### config.mk
export PLATFORM = sky130hd
export DESIGN_NAME = nvm_ctrl
export DESIGN_NICKNAME = d
export VERILOG_FILES = /design/src/rtl/nvm_pkg.sv /design/src/rtl/nvm_ctrl.sv
export SDC_FILE = /design/constraint.sdc
export NUM_CORES = 1
export LEC_CHECK = 0
export BUFFER_PORTS_ARGS = -buffer_cell sky130_fd_sc_hd__buf_2
export CORE_MARGIN = 1
export CORE_UTILIZATION = 43
export CTS_BUF_LIST = sky130_fd_sc_hd__clkbuf_4 sky130_fd_sc_hd__clkbuf_8 sky130_fd_sc_hd__clkbuf_16
export DETAILED_ROUTE_END_ITERATION = 6
export GPL_TIMING_DRIVEN = 0
export PLACE_DENSITY_LB_ADDON = 0.05
export SLEW_MARGIN = 20
export SYNTH_ARGS = -nofsm -noshare
export SYNTH_HDL_FRONTEND = slang
export SYNTH_SLANG_ARGS = --single-unit
### constraint.sdc
create_clock -name clock -period 2.18 [get_ports clock]
set_input_delay 0.109 -clock clock [delete_from_list [all_inputs] [get_ports clock]]
set_output_delay 0.109 -clock clock [all_outputs]
set_load 0.005 [all_outputs]
### src/rtl/nvm_pkg.sv
// ----------------------------------------------------------------------------
// Nearest value match pool package
// Shared constants, selection codes and the command and status structures
// exchanged between the controller and the datapath.
// ----------------------------------------------------------------------------
package nvm_pkg;

   localparam int POOL_DEPTH    = 4096;
   localparam int ADDR_W        = $clog2(POOL_DEPTH);
   localparam int CNT_W         = $clog2(POOL_DEPTH + 1);
   localparam int VAL_W         = 31;
   localparam int TOT_W         = 20;
   localparam int TOTAL_MODULUS = 1000000;
   localparam int MOD_STEPS     = 12;
   localparam int K_W           = $clog2(MOD_STEPS);

   typedef enum logic [2:0] {
      RD_MID  = 3'd0,
      RD_PRED = 3'd1,
      RD_SUCC = 3'd2,
      RD_CUR  = 3'd3,
      RD_CURM = 3'd4
   } rd_sel_type;

   typedef enum logic [1:0] {
      WR_CUR  = 2'd0,
      WR_CURM = 2'd1,
      WR_POS  = 2'd2
   } wr_sel_type;

   typedef struct packed {
      logic       load;
      logic       srch_step;
      logic       mark_ovf;
      logic       ins_start;
      logic       cap_pred;
      logic       pick;
      logic       cur_inc;
      logic       cur_dec;
      logic       ins_done;
      logic       rem_done;
      logic       mod_step;
      logic       finish;
      logic       wr_en;
      wr_sel_type wr_sel;
      rd_sel_type rd_sel;
   } cmd_type;

   typedef struct packed {
      logic srch_done;
      logic is_insert;
      logic is_full;
      logic ins_more;
      logic rem_more;
      logic mod_last;
      logic out_busy;
   } status_type;

endpackage

### src/rtl/nvm_ctrl.sv
// ----------------------------------------------------------------------------
// Nearest value match pool controller
// Sequences the search, insert shift, removal shift and modulo reduction.
// ----------------------------------------------------------------------------
module nvm_ctrl (
   input  logic                clock,
   input  logic                reset,
   input  logic                req_valid,
   output logic                req_stall,
   input  nvm_pkg::status_type status,
   output nvm_pkg::cmd_type    cmd
);

   typedef enum logic [12:0] {
      S_IDLE   = 13'b0000000000001,
      S_SRCH   = 13'b0000000000010,
      S_SCMP   = 13'b0000000000100,
      S_DECIDE = 13'b0000000001000,
      S_IRD    = 13'b0000000010000,
      S_IWR    = 13'b0000000100000,
      S_MRD    = 13'b0000001000000,
      S_MSEL   = 13'b0000010000000,
      S_RRD    = 13'b0000100000000,
      S_RWR    = 13'b0001000000000,
      S_MOD    = 13'b0010000000000,
      S_FIN    = 13'b0100000000000,
      S_SPARE  = 13'b1000000000000
   } state_type;

   state_type state_ff;
   state_type state_in;

   assign req_stall = (state_ff != S_IDLE);

   always_comb begin
      state_in = state_ff;
      cmd      = '0;
      cmd.rd_sel = nvm_pkg::RD_MID;
      cmd.wr_sel = nvm_pkg::WR_CUR;
      unique case (state_ff)
         S_IDLE: begin
            if (req_valid) begin
               cmd.load = 1'b1;
               state_in = S_SRCH;
            end
         end
         S_SRCH: begin
            if (status.srch_done) begin
               state_in = S_DECIDE;
            end else begin
               cmd.rd_sel = nvm_pkg::RD_MID;
               state_in   = S_SCMP;
            end
         end
         S_SCMP: begin
            cmd.srch_step = 1'b1;
            state_in      = S_SRCH;
         end
         S_DECIDE: begin
            if (status.is_insert) begin
               if (status.is_full) begin
                  cmd.mark_ovf = 1'b1;
                  state_in     = S_FIN;
               end else begin
                  cmd.ins_start = 1'b1;
                  state_in      = S_IRD;
               end
            end else begin
               cmd.rd_sel = nvm_pkg::RD_PRED;
               state_in   = S_MRD;
            end
         end
         S_IRD: begin
            if (status.ins_more) begin
               cmd.rd_sel = nvm_pkg::RD_CURM;
               state_in   = S_IWR;
            end else begin
               cmd.wr_en    = 1'b1;
               cmd.wr_sel   = nvm_pkg::WR_POS;
               cmd.ins_done = 1'b1;
               state_in     = S_FIN;
            end
         end
         S_IWR: begin
            cmd.wr_en   = 1'b1;
            cmd.wr_sel  = nvm_pkg::WR_CUR;
            cmd.cur_dec = 1'b1;
            state_in    = S_IRD;
         end
         S_MRD: begin
            cmd.cap_pred = 1'b1;
            cmd.rd_sel   = nvm_pkg::RD_SUCC;
            state_in     = S_MSEL;
         end
         S_MSEL: begin
            cmd.pick = 1'b1;
            state_in = S_RRD;
         end
         S_RRD: begin
            if (status.rem_more) begin
               cmd.rd_sel = nvm_pkg::RD_CUR;
               state_in   = S_RWR;
            end else begin
               cmd.rem_done = 1'b1;
               state_in     = S_MOD;
            end
         end
         S_RWR: begin
            cmd.wr_en   = 1'b1;
            cmd.wr_sel  = nvm_pkg::WR_CURM;
            cmd.cur_inc = 1'b1;
            state_in    = S_RRD;
         end
         S_MOD: begin
            cmd.mod_step = 1'b1;
            if (status.mod_last) begin
               state_in = S_FIN;
            end
         end
         S_FIN: begin
            if (!status.out_busy) begin
               cmd.finish = 1'b1;
               state_in   = S_IDLE;
            end
         end
         default: begin
            state_in = S_IDLE;
         end
      endcase
   end

   always_ff @(posedge clock) begin
      if (reset) begin
         state_ff <= S_IDLE;
      end else begin
         state_ff <= state_in;
      end
   end

endmodule

==> results of run 1 <==
==> final timing paths <==
| path | startpoint | to |
|---|---|---|
| worst max-delay path | state_ff[4] | cmd[6] |
| worst min register to register | state_ff[1] | state_ff[3] |
| worst min-delay path | status[6] | state_ff[2] |
| worst max register to register | state_ff[4] | state_ff[1] |
==> synth_stat cells (2+ instances only) <==
cell / instances / area share (%)
nand2b_1: 3 / 2.3
nor4b_1: 2 / 2.1
nor2_1: 10 / 4.5
and2_1: 2 / 1.5
nand2_1: 6 / 2.7
nor3_1: 5 / 3.0
clkbuf_1: 2 / 0.91
nor2b_1: 3 / 2.3
nand4_1: 3 / 2.3
or4_1: 2 / 1.8
dfxtp_1: 12 / 29
and4_1: 2 / 2.1
a21oi_1: 3 / 1.8
xor2_1: 3 / 3.2
buf_6: 2 / 2.7
or4_4: 2 / 2.7
nand3_1: 4 / 2.4
nand3b_1: 2 / 1.8
o21ai_0: 2 / 1.2
nand4b_1: 3 / 3.2
nor4_1: 8 / 6.1
inv_1: 9 / 4.1
==> metal layers <==
metal | vias to the layer above | share of wire, %
met4 | 0 | 1.1
met2 | 48 | 49
met1 | 426 | 43
met3 | 4 | 7.5
li1 | 458 | -
met5 | - | 0
==> power groups by stage <==
| stage | Sequential, mW | Clock [mW] | Combinational (mW) |
|---|---|---|---|
| after floorplan | 0.244 | 0 | 0.0880 |
| after global placement | 0.247 | 0 | 0.122 |
| after detailed placement | 0.247 | 0 | 0.123 |
| after CTS | 0.244 | 0.140 | 0.122 |
| after global routing | 0.247 | 0.156 | 0.155 |
| final | 0.245 | 0.139 | 0.142 |
==> cells by family after synthesis <==
logic type             Yosys count
AO/OA/AOI/OAI                   14
buffers and inverters           14
AND/OR/NAND/NOR                 62
XOR/XNOR                         3
flip-flops                      12
==> area by class of cell <==
cell class              instances  share of cell area [%]
plain buffers                   2                   1.172
clock buffers                   3                   2.110
inverters                       9                   3.165
multi-input cells              79                   51.35
flip-flops and latches         12                   23.33
well taps                      25                   2.931
repair buffers                 32                   15.94
==> critical path: cells and delay by family, from the launching register on <==
| kind | cells | cell delay (ps) |
|---|---|---|
| simple gates | 3 | 1340 |
| flops | 1 | 360 |
| buf+inv | 1 | 150 |
==> what timing repair did <==
action,4_1_cts,5_1_grt
gates resized for setup,6,7
setup endpoints to repair,8,8
hold endpoints to repair,0,0
setup buffers,0,4
pin swaps,2,3
==> stage by stage <==
stage | area [um2] | setup WS (ps) | cells
5_1_grt | 1067 | -137.2 | 162
3_5_place_dp | 997.2 | -5.226 | 158
3_3_place_gp | 997.2 | 6.704 | 158
6_report | 1067 | -48.52 | 162
4_1_cts | 1030 | -65.52 | 159
2_1_floorplan | 825.8 | 89.51 | 105
==> flow_metrics.tcl, run 1 <==
set metrics [dict create \
    crit_type "register to output pin" \
    numCtsBuffers 3 \
    combPwrFrac_pct 27.0 \
    ios 29 \
    largest_reg_flops 12 \
    worstPathRequired_ps 2070 \
    final_cell_mix "28 x buf_2, 9 x nor2_1, 9 x inv_1" \
    power_mw 0.5263 \
    muxShareOfSynthArea_pct 0 \
    synth_top_family_by_area "simple AND/OR/NAND/NOR gates" \
    clk_pin_slew_ps 70 \
    rr_worst_depth 5 \
    drt-pass1-iter-count 4 \
    worstMarginPinSlew_ps 705.3 \
    hold_buffers 0 \
    relSlewSlack_pct 52.55 \
    synth_xor_area_share_pct 3.182 \
    seq_power_share_pct 46.6 \
    gp_congestion 0.7914 \
    final_common_cell "buf_2" \
    power.leakage_nw 0.5535 \
    power-per-cell-area_mw_per_mm2 493.1 \
    p_clk_share_pct 26.4 \
    hold_violations 0 \
    cts_tree "built" \
    grtUsageMet2_pct 32.29 \
    cpMostUsedCell "or4_4" \
    die_h_um 45.82 \
    ir_drop_uv 294.0 \
    wl_per_cell_um 13.60 \
    h-tree-depth 1 \
    grt_overflow 0 \
    hold_class "primary input to register" \
    synthCells 105 \
    holdWs_ps 8.315 \
    post-route-util_pct 60.50 \
    num_rows 15 \
    cp_slowest_cell "or4_4" \
    globalRouteMet3Util_pct 3.571 \
    crit_arrival_ps 2120 \
    syn-num-nets 115 \
    start_util_pct 46.81 \
    start_kind "register" \
    slew_viol_final 0 \
    largest_registers "state_ff: 12 flops" \
    vias_per_cell 5.778 \
    regToRegSetupSlack_ps -20 \
    portBuffers 28 \
    synth-simple-area-share_pct 46.21 \
    ant_nets 0 \
    layout-drive-gt1-share_pct 41.61 \
    area_growth_pct 29.24 \
    netlist_area_um2 825.8 \
    ys_seq_area_share_pct 29.09 \
    synth_enable_flop_cells 0 \
    synth-async-reset-ratio_pct 0 \
    ys_ff_latch 12 \
    cp_cell_sequence "or4_4 -> or4_4 -> nor4b_2 -> buf_2" \
    fillers 183 \
    grt_start_max_net_pins 11 \
    p_int_mw 0.3612 \
    gr-max-usage-layer "met2" \
    register_area_um2 249.0 \
    grt.met1_usage_pct 30.22 \
    cp-end-kind "output pin" \
    whs_path_depth 2 \
    yosys_most_used_dff "dfxtp_1" \
    setup_viol 5 \
    route.vias.total 936 \
    finalCritPeriodShare_pct 102.2 \
    status "complete, but fails checks" \
    dp_hpwl_um 1553 \
    max_freq_mhz 448.7 \
    synth.distinct_cells 37 \
    yosys_warnings 0 \
    cts.sinks 12 \
    path_max_fanout 4 \
    dieArea_mm2 0.002099 \
    drc 0 \
    fin_crit_ps 2229 \
    multiInputGateArea_um2 548.0 \
    clockRootBuffer "clkbuf_4" \
    violations "negative setup slack" \
    layout_setup_ws_ps -48.52 \
    dieWidth_um 45.82 \
    diodes 0 \
    clk_path_buf_depth 2 \
    regMostFlops "state_ff" \
    switchingPower_mw 0.1651 \
    drt_first_iter_violations 43 \
    routed_wirelength_um 2203 \
    insertion_delay_ps 270 \
    cpPeakStageDelay_ps 560 \
    p_sw_share_pct 31.37 \
    core-area_mm2 0.001764 \
    grt_pass1_vias 729 \
    track_usage_pct 21.49 \
    nets 149 \
    rsz0062_at_grt "true" \
    grt_pass1_wl_um 3243 \
    synth_compound_area_share_pct 12.88 \
    fin_skew_ps 1.230 \
    fin_setup_tns_ps -112.1 \
    maxCapViolCount 0 \
    synthAdderAreaFrac_pct 0 \
    syn_area_per_cell_um2 7.865 \
    antenna_found_initial 0 \
]
Note: power is estimated with default switching activity, not from simulation.
==> inputs of run 2 (changes only) <==
--- a/config.mk
+++ b/config.mk
@@ -7,7 +7,7 @@
 export LEC_CHECK = 0
 export BUFFER_PORTS_ARGS = -buffer_cell sky130_fd_sc_hd__buf_2
 export CORE_MARGIN = 1
-export CORE_UTILIZATION = 43
+export CORE_UTILIZATION = 45
 export CTS_BUF_LIST = sky130_fd_sc_hd__clkbuf_4 sky130_fd_sc_hd__clkbuf_8 sky130_fd_sc_hd__clkbuf_16
 export DETAILED_ROUTE_END_ITERATION = 6
 export GPL_TIMING_DRIVEN = 0
==> constraint.sdc (replaced) <==
create_clock -name clock -period 2.4 [get_ports clock]
set_input_delay 0.12 -clock clock [delete_from_list [all_inputs] [get_ports clock]]
set_output_delay 0.12 -clock clock [all_outputs]
set_load 0.005 [all_outputs]
==> flow_metrics.tcl, run 2 (synthesis results as in run 1) <==
set metrics [dict create \
    status "completed" \
    path_max_fanout 10 \
    dp_hpwl_um 1590 \
    dp.cells 158 \
    maxCapViolCount 0 \
    clk_path_buf_depth 2 \
    grt_pass1_wl_um 3256 \
    finalCritPeriodShare_pct 97.16 \
    grt_start_max_net_pins 11 \
    dieArea_mm2 0.002010 \
    vias_per_cell 5.422 \
    final_cell_mix "28 x buf_2, 12 x dfxtp_1, 10 x nor2_1" \
    fillers 176 \
    nets 148 \
    final_cell_area_mm2 0.001054 \
    crit_type "register to output pin" \
    cp-end-kind "output pin" \
    gp_congestion 0.7956 \
    fin_setup_tns_ps 0 \
    num_rows 15 \
    grt_pass1_vias 732 \
    start_kind "register" \
    layout_setup_ws_ps 68.25 \
    insertion_delay_ps 270 \
    area_growth_pct 27.58 \
    track_usage_pct 22.31 \
    ir_drop_uv 272.8 \
    grt_overflow 0 \
    worstPathRequired_ps 2280 \
    h-tree-depth 1 \
    route.vias.total 873 \
    slew_viol_final 0 \
    rr_worst_depth 5 \
    max_freq_mhz 428.9 \
    core-area_mm2 0.001727 \
    dpl_cell_area_um2 997.2 \
    regMostFlops "state_ff" \
    die_h_um 44.84 \
    portBuffers 28 \
    cts.sinks 12 \
    fin_skew_ps 3.026 \
    drt_first_iter_violations 22 \
    clockRootBuffer "clkbuf_4" \
    drc 0 \
    relSlewSlack_pct 57.39 \
    power-per-cell-area_mw_per_mm2 434.8 \
    hold_violations 0 \
    diodes 0 \
    numCtsBuffers 3 \
    dieWidth_um 44.84 \
    cpPeakStageDelay_ps 560 \
    crit_arrival_ps 2210 \
    cp_cell_sequence "buf_6 -> or4_4 -> or4_4 -> nor4b_4 -> buf_2" \
    multiInputGateArea_um2 548.0 \
    antenna_found_initial 0 \
    drt-pass1-iter-count 4 \
    dp_slack_ps 204.5 \
    worstMarginPinSlew_ps 633.3 \
    clk_pin_slew_ps 70 \
    rsz0062_at_grt "false" \
    hold_class "primary input to register" \
    cts_tree "built" \
    power.leakage_nw 0.5439 \
    routed_wirelength_um 2114 \
    largest_registers "state_ff: 12 flops" \
    ant_nets 0 \
    register_area_um2 240.2 \
    start_util_pct 47.83 \
    fin_cells 161 \
    fin_crit_ps 2332 \
    setup_viol 0 \
    ios 29 \
    wl_per_cell_um 13.13 \
    largest_reg_flops 12 \
    cpMostUsedCell "or4_4" \
    cp_slowest_cell "or4_4" \
    layout-drive-gt1-share_pct 35.29 \
    final_common_cell "buf_2" \
    whs_path_depth 2 \
]
## run 2: cell count changes in the layout (fill, tap and decap cells not counted), sizes merged
cell	before	now
buf	33	32
## run 2: cell type report
| cell class | count | share of cell area, % |
|---|---|---|
| tap | 25 | 2.969 |
| buffer | 3 | 2.138 |
| timing repair buffer | 30 | 14.73 |
| inverter | 9 | 3.207 |
| multi-input combinational | 79 | 52.02 |
| sequential | 12 | 22.80 |
| clock buffer | 3 | 2.138 |
## run 2: metrics by stage
stage               hold WS, ps  utilization (%)  total power, mW
global route              14.32            61.01           0.4855
global placement          298.5            57.75           0.3349
CTS                       17.31            58.84           0.4599
finish                    26.23            61.01           0.4581
floorplan                 182.4                -           0.3012
detailed placement        304.3            57.75           0.3386
## run 2: per-layer routing
metal	track usage [%]	vias up	wire length, um
li1	-	451	-
met1	31.70	395	1025
met2	33.24	25	992
met3	3.600	2	84
met4	9.697	0	12
met5	0	-	0
## run 2: what timing repair did
item	CTS	global route
gates resized for setup	0	5
setup endpoints to repair	1	4
hold buffers	0	0
hold endpoints to repair	0	0
buffers inserted	0	2
cloned	0	0
pin swaps	0	1
## run 2: power breakdown
group	switching, mW	leakage (nW)	total [mW]	internal [mW]
clock	0.0643	0.0138	0.122	0.0579
sequential	0.0172	0.0972	0.224	0.207
combinational	0.0614	0.433	0.112	0.0505
total	0.143	0.544	0.458	0.315
## run 2: path summary, 6_finish.rpt
path	from	to	slack [ps]
worst min-delay path	status[6]	state_ff[2]	30
worst min register to register	state_ff[8]	state_ff[9]	610
worst max-delay path	state_ff[6]	cmd[6]	70
worst max register to register	state_ff[6]	state_ff[1]	230
## run 2: worst max-delay path, delay by kind of cell (launching register included)
kind	cells	cell delay, ps
simple gates	3	1360
buf+inv	2	280
flops	1	310
